[src/rtl/core/assert_macros.svh]
// Assertion macros shared by the RTL.
// Each macro samples on clk and is disabled while rst_n is low.
`ifndef ASSERT_MACROS_SVH
`define ASSERT_MACROS_SVH

// Same-cycle implication.
`define ASSERT_IMPL(lbl, ante, cons, msg) \
  lbl: assert property (@(posedge clk) disable iff (!rst_n) (ante) |-> (cons)) \
    else $error(msg);

// Next-cycle implication.
`define ASSERT_NEXT(lbl, ante, cons, msg) \
  lbl: assert property (@(posedge clk) disable iff (!rst_n) (ante) |=> (cons)) \
    else $error(msg);

`endif

[src/rtl/core/vpm_pkg.sv]
// Shared types, codes and constants of the visited pixel map engine.
// No dependencies.
package vpm_pkg;

  localparam int MAX_ROWS_DEF = 256;
  localparam int MAX_COLS_DEF = 256;

  localparam int CFG_W   = 9;
  localparam int ENTRY_W = 3;
  localparam int MASK_W  = 8;

  localparam logic [CFG_W-1:0] SIZE_RST = 9'd256;

  // Register index, taken from paddr[2]
  localparam logic REG_ROWS = 1'b0;
  localparam logic REG_COLS = 1'b1;

  typedef enum logic [2:0] {
    FN_WRITE = 3'd0,
    FN_READ  = 3'd1,
    FN_SCAN  = 3'd2,
    FN_NBR   = 3'd3,
    FN_CLEAR = 3'd4,
    FN_ANY   = 3'd5
  } func_t;

  typedef enum logic [1:0] {
    ST_OK    = 2'd0,
    ST_RANGE = 2'd1,
    ST_NONE  = 2'd2
  } status_t;

  localparam logic [1:0] MK_UNVISITED = 2'd0;
  localparam logic [1:0] MK_VISITED   = 2'd1;
  localparam logic [1:0] MK_EXCLUDED  = 2'd2;

  typedef struct packed {
    logic [1:0]        status;
    logic [7:0]        found_row;
    logic [7:0]        found_col;
    logic              read_on;
    logic [1:0]        read_state;
    logic [MASK_W-1:0] nbr_mask;
    logic              any_unv;
  } res_t;

  typedef struct packed {
    logic idle;
    logic walking;
  } seq_stat_t;

endpackage

[src/rtl/core/vpm_seq.sv]
// Operation sequencer: read-modify-write control of the pixel store.
// Depends on vpm_pkg; drives the ports of vpm_pixel_ram.
module vpm_seq
  import vpm_pkg::*;
#(
  parameter int MAX_ROWS = MAX_ROWS_DEF,
  parameter int MAX_COLS = MAX_COLS_DEF,
  parameter int RW = $clog2(MAX_ROWS),
  parameter int CW = $clog2(MAX_COLS)
) (
  input  logic               clk,
  input  logic               rst_n,
  input  logic [CFG_W-1:0]   rows_cfg,
  input  logic [CFG_W-1:0]   cols_cfg,
  input  logic               in_valid,
  output logic               in_ready,
  input  logic [2:0]         in_func,
  input  logic [7:0]         in_row,
  input  logic [7:0]         in_col,
  input  logic               in_on,
  input  logic [1:0]         in_vs,
  input  logic               in_incl,
  output logic               res_valid,
  input  logic               res_ready,
  output res_t               res,
  output logic               mem_we,
  output logic [RW+CW-1:0]   mem_waddr,
  output logic [ENTRY_W-1:0] mem_wdata,
  output logic [RW+CW-1:0]   mem_raddr,
  input  logic [ENTRY_W-1:0] mem_rdata,
  output seq_stat_t          stat
);

  localparam int RCAP = (MAX_ROWS > 511) ? 511 : MAX_ROWS;
  localparam int CCAP = (MAX_COLS > 511) ? 511 : MAX_COLS;
  localparam int MW   = (RW > CW) ? RW : CW;
  localparam int XW   = ((MW > CFG_W) ? MW : CFG_W) + 1;

  typedef enum logic [6:0] {
    S_IDLE   = 7'b0000001,
    S_DISP   = 7'b0000010,
    S_RDWAIT = 7'b0000100,
    S_NB     = 7'b0001000,
    S_NBLAST = 7'b0010000,
    S_WALK   = 7'b0100000,
    S_RESP   = 7'b1000000
  } state_t;

  typedef enum logic [1:0] {
    OFS_DEC  = 2'd0,
    OFS_SAME = 2'd1,
    OFS_INC  = 2'd2
  } ofs_t;

  function automatic ofs_t nb_row_ofs(input logic [2:0] k);
    ofs_t o;
    case (k) inside
      3'd0, 3'd1, 3'd2: o = OFS_DEC;
      3'd3, 3'd4:       o = OFS_SAME;
      default:          o = OFS_INC;
    endcase
    return o;
  endfunction

  function automatic ofs_t nb_col_ofs(input logic [2:0] k);
    ofs_t o;
    case (k) inside
      3'd0, 3'd3, 3'd5: o = OFS_DEC;
      3'd1, 3'd6:       o = OFS_SAME;
      default:          o = OFS_INC;
    endcase
    return o;
  endfunction

  // {in range, coordinate}
  function automatic logic [9:0] nb_coord(input logic [7:0] x, input ofs_t o,
                                          input logic [CFG_W-1:0] lim);
    logic [8:0] y;
    logic       ok;
    y  = {1'b0, x};
    ok = 1'b1;
    case (o)
      OFS_DEC: begin
        ok = (x != 8'd0);
        y  = y - 9'd1;
      end
      OFS_INC: y = y + 9'd1;
      default: y = {1'b0, x};
    endcase
    ok = ok && (y < lim);
    return {ok, y};
  endfunction

  state_t          state_r, state_nxt;
  logic [2:0]      func_r, func_nxt;
  logic [7:0]      row_r, row_nxt;
  logic [7:0]      col_r, col_nxt;
  logic            on_r, on_nxt;
  logic [1:0]      vs_r, vs_nxt;
  logic            incl_r, incl_nxt;
  res_t            res_r, res_nxt;
  logic [2:0]      k_r, k_nxt;
  logic            p_vld_r, p_vld_nxt;
  logic [2:0]      p_k_r, p_k_nxt;
  logic            p_in_r, p_in_nxt;
  logic [MASK_W-1:0] mask_r, mask_nxt;
  logic [RW-1:0]   r_cnt_r, r_cnt_nxt;
  logic [CW-1:0]   c_cnt_r, c_cnt_nxt;
  logic            issue_done_r, issue_done_nxt;
  logic [RW-1:0]   p_r_r, p_r_nxt;
  logic [CW-1:0]   p_c_r, p_c_nxt;
  logic            p_last_r, p_last_nxt;

  logic [CFG_W-1:0] nr, nc;
  logic             inside_pt, empty, last_c, last_r;
  logic [9:0]       nb_r, nb_c;
  logic [1:0]       vs_sat;
  logic [1:0]       e_mark;
  logic             e_on, nb_hit;

  assign nr = (rows_cfg > CFG_W'(RCAP)) ? CFG_W'(RCAP) : rows_cfg;
  assign nc = (cols_cfg > CFG_W'(CCAP)) ? CFG_W'(CCAP) : cols_cfg;

  assign inside_pt = ({1'b0, row_r} < nr) && ({1'b0, col_r} < nc);
  assign empty     = (nr == '0) || (nc == '0);
  assign last_c    = (XW'(c_cnt_r) + XW'(1)) == XW'(nc);
  assign last_r    = (XW'(r_cnt_r) + XW'(1)) == XW'(nr);

  assign nb_r = nb_coord(row_r, nb_row_ofs(k_r), nr);
  assign nb_c = nb_coord(col_r, nb_col_ofs(k_r), nc);

  assign vs_sat = (vs_r > MK_EXCLUDED) ? MK_EXCLUDED : vs_r;
  assign e_on   = mem_rdata[0];
  assign e_mark = mem_rdata[2:1];
  assign nb_hit = p_vld_r && p_in_r && e_on && (incl_r || (e_mark != MK_EXCLUDED));

  assign in_ready     = (state_r == S_IDLE);
  assign res_valid    = (state_r == S_RESP);
  assign res          = res_r;
  assign stat.idle    = (state_r == S_IDLE);
  assign stat.walking = (state_r == S_WALK);

  always_comb begin
    state_nxt      = state_r;
    func_nxt       = func_r;
    row_nxt        = row_r;
    col_nxt        = col_r;
    on_nxt         = on_r;
    vs_nxt         = vs_r;
    incl_nxt       = incl_r;
    res_nxt        = res_r;
    k_nxt          = k_r;
    p_vld_nxt      = 1'b0;
    p_k_nxt        = p_k_r;
    p_in_nxt       = p_in_r;
    mask_nxt       = mask_r;
    r_cnt_nxt      = r_cnt_r;
    c_cnt_nxt      = c_cnt_r;
    issue_done_nxt = issue_done_r;
    p_r_nxt        = p_r_r;
    p_c_nxt        = p_c_r;
    p_last_nxt     = p_last_r;
    mem_we         = 1'b0;
    mem_waddr      = {RW'(row_r), CW'(col_r)};
    mem_wdata      = {vs_sat, on_r};
    mem_raddr      = {r_cnt_r, c_cnt_r};

    case (state_r)
      S_IDLE: begin
        if (in_valid) begin
          func_nxt  = in_func;
          row_nxt   = in_row;
          col_nxt   = in_col;
          on_nxt    = in_on;
          vs_nxt    = in_vs;
          incl_nxt  = in_incl;
          state_nxt = S_DISP;
        end
      end

      S_DISP: begin
        res_nxt        = '0;
        mask_nxt       = '0;
        k_nxt          = '0;
        r_cnt_nxt      = '0;
        c_cnt_nxt      = '0;
        issue_done_nxt = 1'b0;
        p_last_nxt     = 1'b0;
        mem_raddr      = {RW'(row_r), CW'(col_r)};
        state_nxt      = S_RESP;
        case (func_r)
          FN_WRITE: begin
            mem_we = inside_pt;
            if (!inside_pt) res_nxt.status = ST_RANGE;
          end
          FN_READ: begin
            if (inside_pt) state_nxt = S_RDWAIT;
            else res_nxt.status = ST_RANGE;
          end
          FN_NBR: begin
            if (inside_pt) state_nxt = S_NB;
            else res_nxt.status = ST_RANGE;
          end
          FN_SCAN, FN_CLEAR, FN_ANY: begin
            if (!empty) state_nxt = S_WALK;
            else if (func_r == FN_SCAN) res_nxt.status = ST_NONE;
          end
          default: res_nxt = '0;
        endcase
      end

      S_RDWAIT: begin
        res_nxt.read_on    = e_on;
        res_nxt.read_state = e_mark;
        state_nxt          = S_RESP;
      end

      S_NB: begin
        mem_raddr = {RW'(nb_r[8:0]), CW'(nb_c[8:0])};
        p_vld_nxt = 1'b1;
        p_k_nxt   = k_r;
        p_in_nxt  = nb_r[9] && nb_c[9];
        if (nb_hit) mask_nxt = mask_r | (MASK_W'(1) << p_k_r);
        if (k_r == 3'd7) state_nxt = S_NBLAST;
        else k_nxt = k_r + 3'd1;
      end

      S_NBLAST: begin
        res_nxt.nbr_mask = nb_hit ? (mask_r | (MASK_W'(1) << p_k_r)) : mask_r;
        state_nxt        = S_RESP;
      end

      S_WALK: begin
        // issue stage
        if (!issue_done_r) begin
          p_vld_nxt  = 1'b1;
          p_r_nxt    = r_cnt_r;
          p_c_nxt    = c_cnt_r;
          p_last_nxt = last_c && last_r;
          if (last_c) begin
            c_cnt_nxt = '0;
            if (last_r) issue_done_nxt = 1'b1;
            else r_cnt_nxt = r_cnt_r + RW'(1);
          end else begin
            c_cnt_nxt = c_cnt_r + CW'(1);
          end
        end
        // data stage; writes go to the previous entry, never the one being read
        mem_waddr = {p_r_r, p_c_r};
        if (p_vld_r) begin
          case (func_r)
            FN_SCAN: begin
              if (e_mark == MK_UNVISITED) begin
                if (e_on) begin
                  res_nxt.found_row = 8'(p_r_r);
                  res_nxt.found_col = 8'(p_c_r);
                  state_nxt         = S_RESP;
                end else begin
                  mem_we    = 1'b1;
                  mem_wdata = {MK_VISITED, e_on};
                end
              end
            end
            FN_CLEAR: begin
              if (e_mark == MK_EXCLUDED) begin
                mem_we    = 1'b1;
                mem_wdata = {MK_UNVISITED, e_on};
              end
            end
            FN_ANY: begin
              if (e_mark == MK_UNVISITED) begin
                res_nxt.any_unv = 1'b1;
                state_nxt       = S_RESP;
              end
            end
            default: state_nxt = S_RESP;
          endcase
          if (p_last_r && (state_nxt == S_WALK)) begin
            if (func_r == FN_SCAN) res_nxt.status = ST_NONE;
            state_nxt = S_RESP;
          end
        end
      end

      S_RESP: begin
        if (res_ready) state_nxt = S_IDLE;
      end

      default: state_nxt = S_IDLE;
    endcase
  end

  always_ff @(posedge clk) begin
    if (!rst_n) begin
      state_r      <= S_IDLE;
      p_vld_r      <= 1'b0;
      issue_done_r <= 1'b0;
      p_last_r     <= 1'b0;
      k_r          <= '0;
    end else begin
      state_r      <= state_nxt;
      p_vld_r      <= p_vld_nxt;
      issue_done_r <= issue_done_nxt;
      p_last_r     <= p_last_nxt;
      k_r          <= k_nxt;
    end
  end

  always_ff @(posedge clk) begin
    func_r  <= func_nxt;
    row_r   <= row_nxt;
    col_r   <= col_nxt;
    on_r    <= on_nxt;
    vs_r    <= vs_nxt;
    incl_r  <= incl_nxt;
    res_r   <= res_nxt;
    p_k_r   <= p_k_nxt;
    p_in_r  <= p_in_nxt;
    mask_r  <= mask_nxt;
    r_cnt_r <= r_cnt_nxt;
    c_cnt_r <= c_cnt_nxt;
    p_r_r   <= p_r_nxt;
    p_c_r   <= p_c_nxt;
  end

endmodule

[config.mk]
export PLATFORM = sky130hd
export DESIGN_NAME = vpm_seq
export DESIGN_NICKNAME = d
export VERILOG_FILES = /design/src/rtl/core/assert_macros.svh /design/src/rtl/core/vpm_pkg.sv /design/src/rtl/core/vpm_seq.sv
export SDC_FILE = /design/constraint.sdc
export NUM_CORES = 1
export LEC_CHECK = 0
export BUFFER_PORTS_ARGS = -buffer_cell sky130_fd_sc_hd__buf_2
export CORE_MARGIN = 2
export CORE_UTILIZATION = 45
export CTS_CLUSTER_DIAMETER = 30
export DETAILED_ROUTE_END_ITERATION = 8
export MAX_ROUTING_LAYER = met4
export PLACE_DENSITY_LB_ADDON = 0.3
export SLEW_MARGIN = 15
export SYNTH_ARGS = -nofsm -noshare
export SYNTH_HDL_FRONTEND = slang
export SYNTH_SLANG_ARGS = --single-unit
[constraint.sdc]
create_clock -name clk -period 14.5 [get_ports clk]
set_input_delay 4.35 -clock clk [delete_from_list [all_inputs] [get_ports clk]]
set_output_delay 4.35 -clock clk [all_outputs]
set_load 0.01 [all_outputs]
==> results of run 1 <==
flip-flops by register name, summed over array words and instances (netlist names), 2 cells and up:
register / count
mask_r: 8
p_r_r: 8
res: 30
col_r: 8
vs_r: 2
p_c_r: 8
c_cnt_r: 8
r_cnt_r: 8
row_r: 8
state_r: 7
k_r: 3
p_k_r: 3
func_r: 3
power by group:
part           switching (mW)  total [mW]  internal, mW
Combinational           0.118       0.206        0.0879
Sequential             0.0277       0.396         0.369
Clock                   0.113       0.257         0.144
per-stage QoR:
step	instance area [um2]	utilization, %	hold slack [ns]	cells
2_1_floorplan	7050	-	0.421	698
3_3_place_gp	7820	51.3	0.512	1005
3_5_place_dp	7820	51.3	0.517	1005
4_1_cts	8130	53.3	0.526	1021
5_1_grt	8140	53.3	0.544	1021
6_report	8140	53.3	0.524	1021
cells by family (layout without fill, tap and decap cells):
logic type	Yosys count	after routing	synth area share, %
AO/OA/AOI/OAI	180	180	17.3
XOR/XNOR	33	33	4.51
adder cells (fa/ha/maj)	56	56	10.1
buffers and inverters	54	166	3.32
flip-flops	110	110	45.0
multiplexers	6	6	0.906
AND/OR/NAND/NOR	259	259	18.8
cell type report:
type / instances / area (um2)
sequential: 110 / 3170
timing repair buffer: 124 / 638
clock buffer: 12 / 256
multi-input combinational: 534 / 3650
fill: 1402 / 7120
inverter: 26 / 98.8
clock inverter: 4 / 52.6
tap: 211 / 264
layout by cell type (no fill, tap or decap), types with 3 or more instances in the layout:
cell and n:
buf_2 117, edfxtp_1 97, nor2_1 77, nand2_1 56, ha_1 53, a21oi_1 50
a21o_1 29, and2_1 25, inv_1 23, xnor2_1 23, o21ai_0 20, nand3_1 17
nor3_1 13, dfxtp_1 13, nor4_1 12, a22oi_1 10, nor2b_1 9, clkbuf_16 9
nand2b_1 8, xor2_1 8, a31oi_1 7, nand4_1 7, o21bai_1 7, buf_4 7
o2111ai_1 5, a22o_1 5, a211oi_1 5, and3_1 5, o21ai_1 5, o31ai_1 4
o221ai_1 4, or2_2 4, mux2_2 3, nor3b_1 3, nand3b_1 3, or3_1 3
mux2i_1 3, o21a_1 3, o32ai_1 3
worst max-delay path, stage by stage:
cell	delay [ns]
buf_2	0.16
inv_2	0.15
nand2_1	0.12
ha_1	0.30
and3_1	0.18
a221oi_1	0.31
o221ai_1	0.25
a211oi_1	0.42
nand2_1	0.18
o41ai_1	0.26
buf_2	0.18
worst paths after layout:
check                from      endpoint  slack [ns]  cells past startpoint
max           rows_cfg[8]        mem_we        3.28                     11
min          issue_done_r  issue_done_r        0.52                      1
max reg2reg        k_r[2]        p_in_r        9.78                     18
min reg2reg  issue_done_r  issue_done_r        0.52                      1
layer usage:
| metal | wire, um | share of wire (%) | GRT usage (%) |
|---|---|---|---|
| met3 | 1020 | 5.3 | 3.34 |
| met2 | 8850 | 46 | 37.7 |
| met4 | 550 | 2.9 | 8.89 |
| met5 | 0 | 0 | - |
| met1 | 8710 | 46 | 33.6 |
==> results.sh, run 1 <==
export IMPL_slew_headroom_pct=46.4
export IMPL_fin_nets=908
export IMPL_vias_per_cell=5.67
export IMPL_power_density_nw_per_um2=106
export IMPL_yosysTopAreaCell="edfxtp_1"
export IMPL_cts_tree="built"
export IMPL_drive_gt1_share_pct=20.1
export IMPL_cp_start_kind="primary input"
export IMPL_grt_usage_pct=24.6
export IMPL_synth_distinct_cells=81
export IMPL_power_leakage_nw=3.28
export IMPL_die_area_um2=16700
export IMPL_async_reset_ff_share_pct=0
export IMPL_cts_root_buffer="clkbuf_16"
export IMPL_max_freq_mhz=89.2
export IMPL_status="completed"
export IMPL_synth_common_cells="edfxtp_1 (97), nor2_1 (77), nand2_1 (56)"
export IMPL_ios=118
export IMPL_clkTransAtPathRegs_ns=0.07
export IMPL_ctsHoldBuffers=0
export IMPL_path_class="in2out"
export IMPL_ys_seq_area_share_pct=45.0
export IMPL_synth_most_common_cell="edfxtp_1"
export IMPL_antenna_found_initial=0
export IMPL_drc=0
export IMPL_vdd_ir_drop_worst_mv=0.0571
export IMPL_synth_seq_cells=110
export IMPL_synth_avg_cell_area_um2=10.1
export IMPL_wl_um=19100
export IMPL_power_total_mw=0.859
export IMPL_area_delta_synth_final_pct=15.5
export IMPL_die_w_um=129
export IMPL_routedWlPerCell_um=18.7
export IMPL_cp_end_kind="output pin"
export IMPL_hold_violations=0
export IMPL_numClockSinks=110
export IMPL_synthCells=698
export IMPL_worst_pin_slew_ns=0.804
export IMPL_min_path_type="reg2reg"
export IMPL_grt_start_max_net_pins=30
export IMPL_clock_skew_final_ns=0.00836
export IMPL_core_um2=15300
export IMPL_synthFlopType="edfxtp_1"
export IMPL_drtAntennaViolNets=0
export IMPL_required_ns=10.15
export IMPL_netlist_area_um2=7050
export IMPL_cts_buffers=9
export IMPL_maxCapViolCount=0
export IMPL_firstDrtPassIters=5
export IMPL_hpwl_um=14300
export IMPL_fin_crit_sh_pct=77.3
export IMPL_first_iter_violations=380
export IMPL_grt_overflow=0
export IMPL_synth_top_area_share_pct=41.3
export IMPL_postCtsSetupBuffers=0
export IMPL_dieHeight_um=129
export IMPL_period_needed_ns=11.22
export IMPL_vias=5786
export IMPL_syn_num_nets=801
export IMPL_tns_ns=0
export IMPL_start_util_pct=46.2
export IMPL_grt_pass1_wl_um=30300
export IMPL_pre_cts_slack_ns=3.23
export IMPL_cts_repair_resized=0
export IMPL_worstSkewPairLatency_ns=0.36
export IMPL_cp_arrival_ns=6.87
export IMPL_synth_warnings=0
export IMPL_critPathMaxFanout=10
export IMPL_synth_area_leaders="edfxtp_1 (41%), ha_1 (9.4%), nor2_1 (4.1%), dfxtp_1 (3.7%), a21oi_1 (3.6%)"
export IMPL_cts_max_path_buffers=2
export IMPL_htree_num_levels=3
export IMPL_port_buffers=117
export IMPL_setup_violations=0
export IMPL_routabilityCongestion=0.921
export IMPL_n_antenna_cell=0
export IMPL_setup_ws_ns=3.28
export IMPL_rows=45
export IMPL_synth_edf_count=97
export IMPL_rsz0062_at_grt="false"
export IMPL_drv_slew=0
export IMPL_grt_pass1_vias=5550
Power figures use the tool's default switching activity.
==> run 2, diff against run 1 <==
- ABC_AREA: default -> 1
- clock period: 14.5 -> 10.52 ns (I/O delays scaled with it)
==> run 2 against run 1 <==
Effect of this change:
- final area is 2.0% higher
- utilization down 0.51 points
- sequential power rose by 39%
- largest cell class unchanged
- power is 49% higher
- critical path depth grew 2
- global-route usage down 1.4 points
- count of clock-buffer cells in the layout fell by 2
==> results.sh, run 2 <==
export IMPL_postCtsSetupBuffers=0
export IMPL_final_cell_mix="nand2_1 (166), inv_1 (127), buf_2 (117), nor2_1 (113), edfxtp_1 (97)"
export IMPL_power_density_nw_per_um2=154
export IMPL_path_class="in2out"
export IMPL_cts_max_path_buffers=2
export IMPL_grt_start_max_net_pins=32
export IMPL_power_leakage_nw=3.74
export IMPL_firstDrtPassIters=7
export IMPL_ctsHoldBuffers=0
export IMPL_power_total_mw=1.28
export IMPL_vias=6250
export IMPL_min_path_type="reg2reg"
export IMPL_synth_seq_cells=110
export IMPL_grt_overflow=0
export IMPL_first_iter_violations=455
export IMPL_drtAntennaViolNets=0
export IMPL_synth_common_cells="nand2_1 (166), inv_1 (127), nor2_1 (114)"
export IMPL_start_util_pct=45.6
export IMPL_routedWlPerCell_um=15.8
export IMPL_worstSkewPairLatency_ns=0.36
export IMPL_cts_root_buffer="clkbuf_16"
export IMPL_hold_violations=0
export IMPL_cts_tree="built"
export IMPL_yosysTopAreaCell="edfxtp_1"
export IMPL_htree_num_levels=3
export IMPL_max_freq_mhz=118
export IMPL_port_buffers=117
export IMPL_netlist_area_um2=7170
export IMPL_cp_endpoint="mem_we"
export IMPL_numClockSinks=110
export IMPL_maxCapViolCount=0
export IMPL_core_um2=15700
export IMPL_synthFlopType="edfxtp_1"
export IMPL_fin_crit_sh_pct=80.9
export IMPL_n_fill_cell=1520
export IMPL_largest_reg_flops=30
export IMPL_synth_edf_count=97
export IMPL_area_delta_synth_final_pct=15.8
export IMPL_startpoint="rows_cfg[0]"
export IMPL_rsz0062_at_grt="false"
export IMPL_setup_violations=0
export IMPL_clock_skew_final_ns=0.0105
export IMPL_rr_worst_depth=22
export IMPL_async_reset_ff_share_pct=0
export IMPL_ios=118
export IMPL_setup_ws_ns=2.01
export IMPL_ys_seq_area_share_pct=44.3
export IMPL_grt_pass1_vias=5720
export IMPL_min_path_cells=0
export IMPL_vias_per_cell=5.26
export IMPL_die_area_um2=16900
export IMPL_slew_headroom_pct=28.0
export IMPL_antenna_found_initial=0
export IMPL_reg2reg_from="k_r[0]"
export IMPL_critPathMaxFanout=12
export IMPL_routabilityCongestion=0.944
export IMPL_period_needed_ns=8.51
export IMPL_synth_warnings=0
export IMPL_required_ns=7.36
export IMPL_drc=0
export IMPL_cp_end_kind="output pin"
export IMPL_reg2reg_slack_ns=6.30
export IMPL_rows=46
export IMPL_n_antenna_cell=0
export IMPL_hpwl_um=14400
export IMPL_dieHeight_um=130
export IMPL_drive_gt1_share_pct=16.5
export IMPL_synth_top_area_share_pct=40.6
export IMPL_reg2reg_to="p_in_r"
export IMPL_final_common_cell="nand2_1"
export IMPL_tns_ns=0
export IMPL_status="completed"
export IMPL_synth_most_common_cell="nand2_1"
export IMPL_wl_um=18700
export IMPL_pre_cts_slack_ns=1.97
export IMPL_cts_buffers=9
export IMPL_synthCells=850
export IMPL_synth_distinct_cells=46
export IMPL_worst_pin_slew_ns=1.08
export IMPL_clkTransAtPathRegs_ns=0.08
export IMPL_die_w_um=130
export IMPL_synth_avg_cell_area_um2=8.43
export IMPL_vdd_ir_drop_worst_mv=0.0844
export IMPL_cp_start_kind="primary input"
export IMPL_grt_pass1_wl_um=29200
export IMPL_cts_repair_resized=0
export IMPL_synth_area_leaders="edfxtp_1 (41%), ha_1 (9.3%), nand2_1 (8.7%), inv_1 (6.7%), nor2_1 (6.0%)"
export IMPL_drv_slew=0
export IMPL_grt_usage_pct=23.2
export IMPL_syn_num_nets=953
export IMPL_fin_nets=1071
export IMPL_cp_arrival_ns=5.35
==> run 2: changes by cell type in the layout (fill, tap and decap cells not counted), moves of 13 or more <==
cell	change
a21o_1	-28
o21ai_0	+17
nand3_1	+25
nor2_1	+36
and2_1	-24
xnor2_1	-17
inv_1	+104
nand2_1	+110
o21bai_1	+13
==> run 2: cell type report <==
class                   instances  area (um2)  area share, %
multi-input cells             596        3440           41.5
flip-flops and latches        110        3170           38.2
repair buffers                122         623           7.51
inverters                     129         484           5.84
well taps                     216         270           3.26
clock buffers                  10         229           2.76
clock inverters                 6        76.3          0.920
==> run 2: how the worst min path moves through the flow <==
stage / from / endpoint / slack [ns]
global route: r_cnt_r[3] / p_r_r[3] / 0.50
finish: r_cnt_r[3] / p_r_r[3] / 0.48
floorplan: r_cnt_r[4] / p_r_r[4] / 0.45
CTS: r_cnt_r[3] / p_r_r[3] / 0.49
detailed placement: r_cnt_r[3] / p_r_r[3] / 0.47
global placement: r_cnt_r[3] / p_r_r[3] / 0.47
==> run 2: stage by stage <==
stage / util (%) / instances / hold slack [ns] / instance area, um2
2_1_floorplan: - / 850 / 0.450 / 7170
3_3_place_gp: 50.9 / 1173 / 0.468 / 7990
3_5_place_dp: 50.9 / 1173 / 0.468 / 7990
4_1_cts: 52.8 / 1189 / 0.488 / 8300
5_1_grt: 52.8 / 1189 / 0.497 / 8300
6_report: 52.8 / 1189 / 0.481 / 8300
==> run 2: cells by family (layout without fill, tap and decap cells) <==
kind of cell | after synthesis | count (layout) | synth area share, %
AND/OR/NAND/NOR | 382 | 382 | 23.3
XOR/XNOR | 21 | 21 | 2.67
adder cells (fa/ha/maj) | 55 | 55 | 9.81
AO/OA/AOI/OAI | 138 | 138 | 12.2
buffers and inverters | 144 | 267 | 7.79
flip-flops | 110 | 110 | 44.3
==> run 2: critical path: stages <==
cell and delay, ns:
buf_2 0.11, nor2_1 0.13, nand2_1 0.08, o21ai_2 0.36, nand2_1 0.20, ha_1 0.33
a21o_1 0.16, nand3_1 0.08, nand3_1 0.08, nor2_1 0.13, nand3_1 0.16, o21ai_0 0.20
buf_2 0.15
==> run 2: metal layers <==
layer | wire length [um] | global-route usage, %
met1 | 8710 | 31.1
met2 | 8390 | 35.6
met3 | 1210 | 4.06
met5 | 0 | -
met4 | 435 | 8.29
==> run 2: where the power goes <==
group / internal, mW / leakage [nW] / switching (mW)
combinational: 0.138 / 2.59 / 0.236
clock: 0.190 / 0.150 / 0.169
sequential: 0.518 / 1.01 / 0.0316
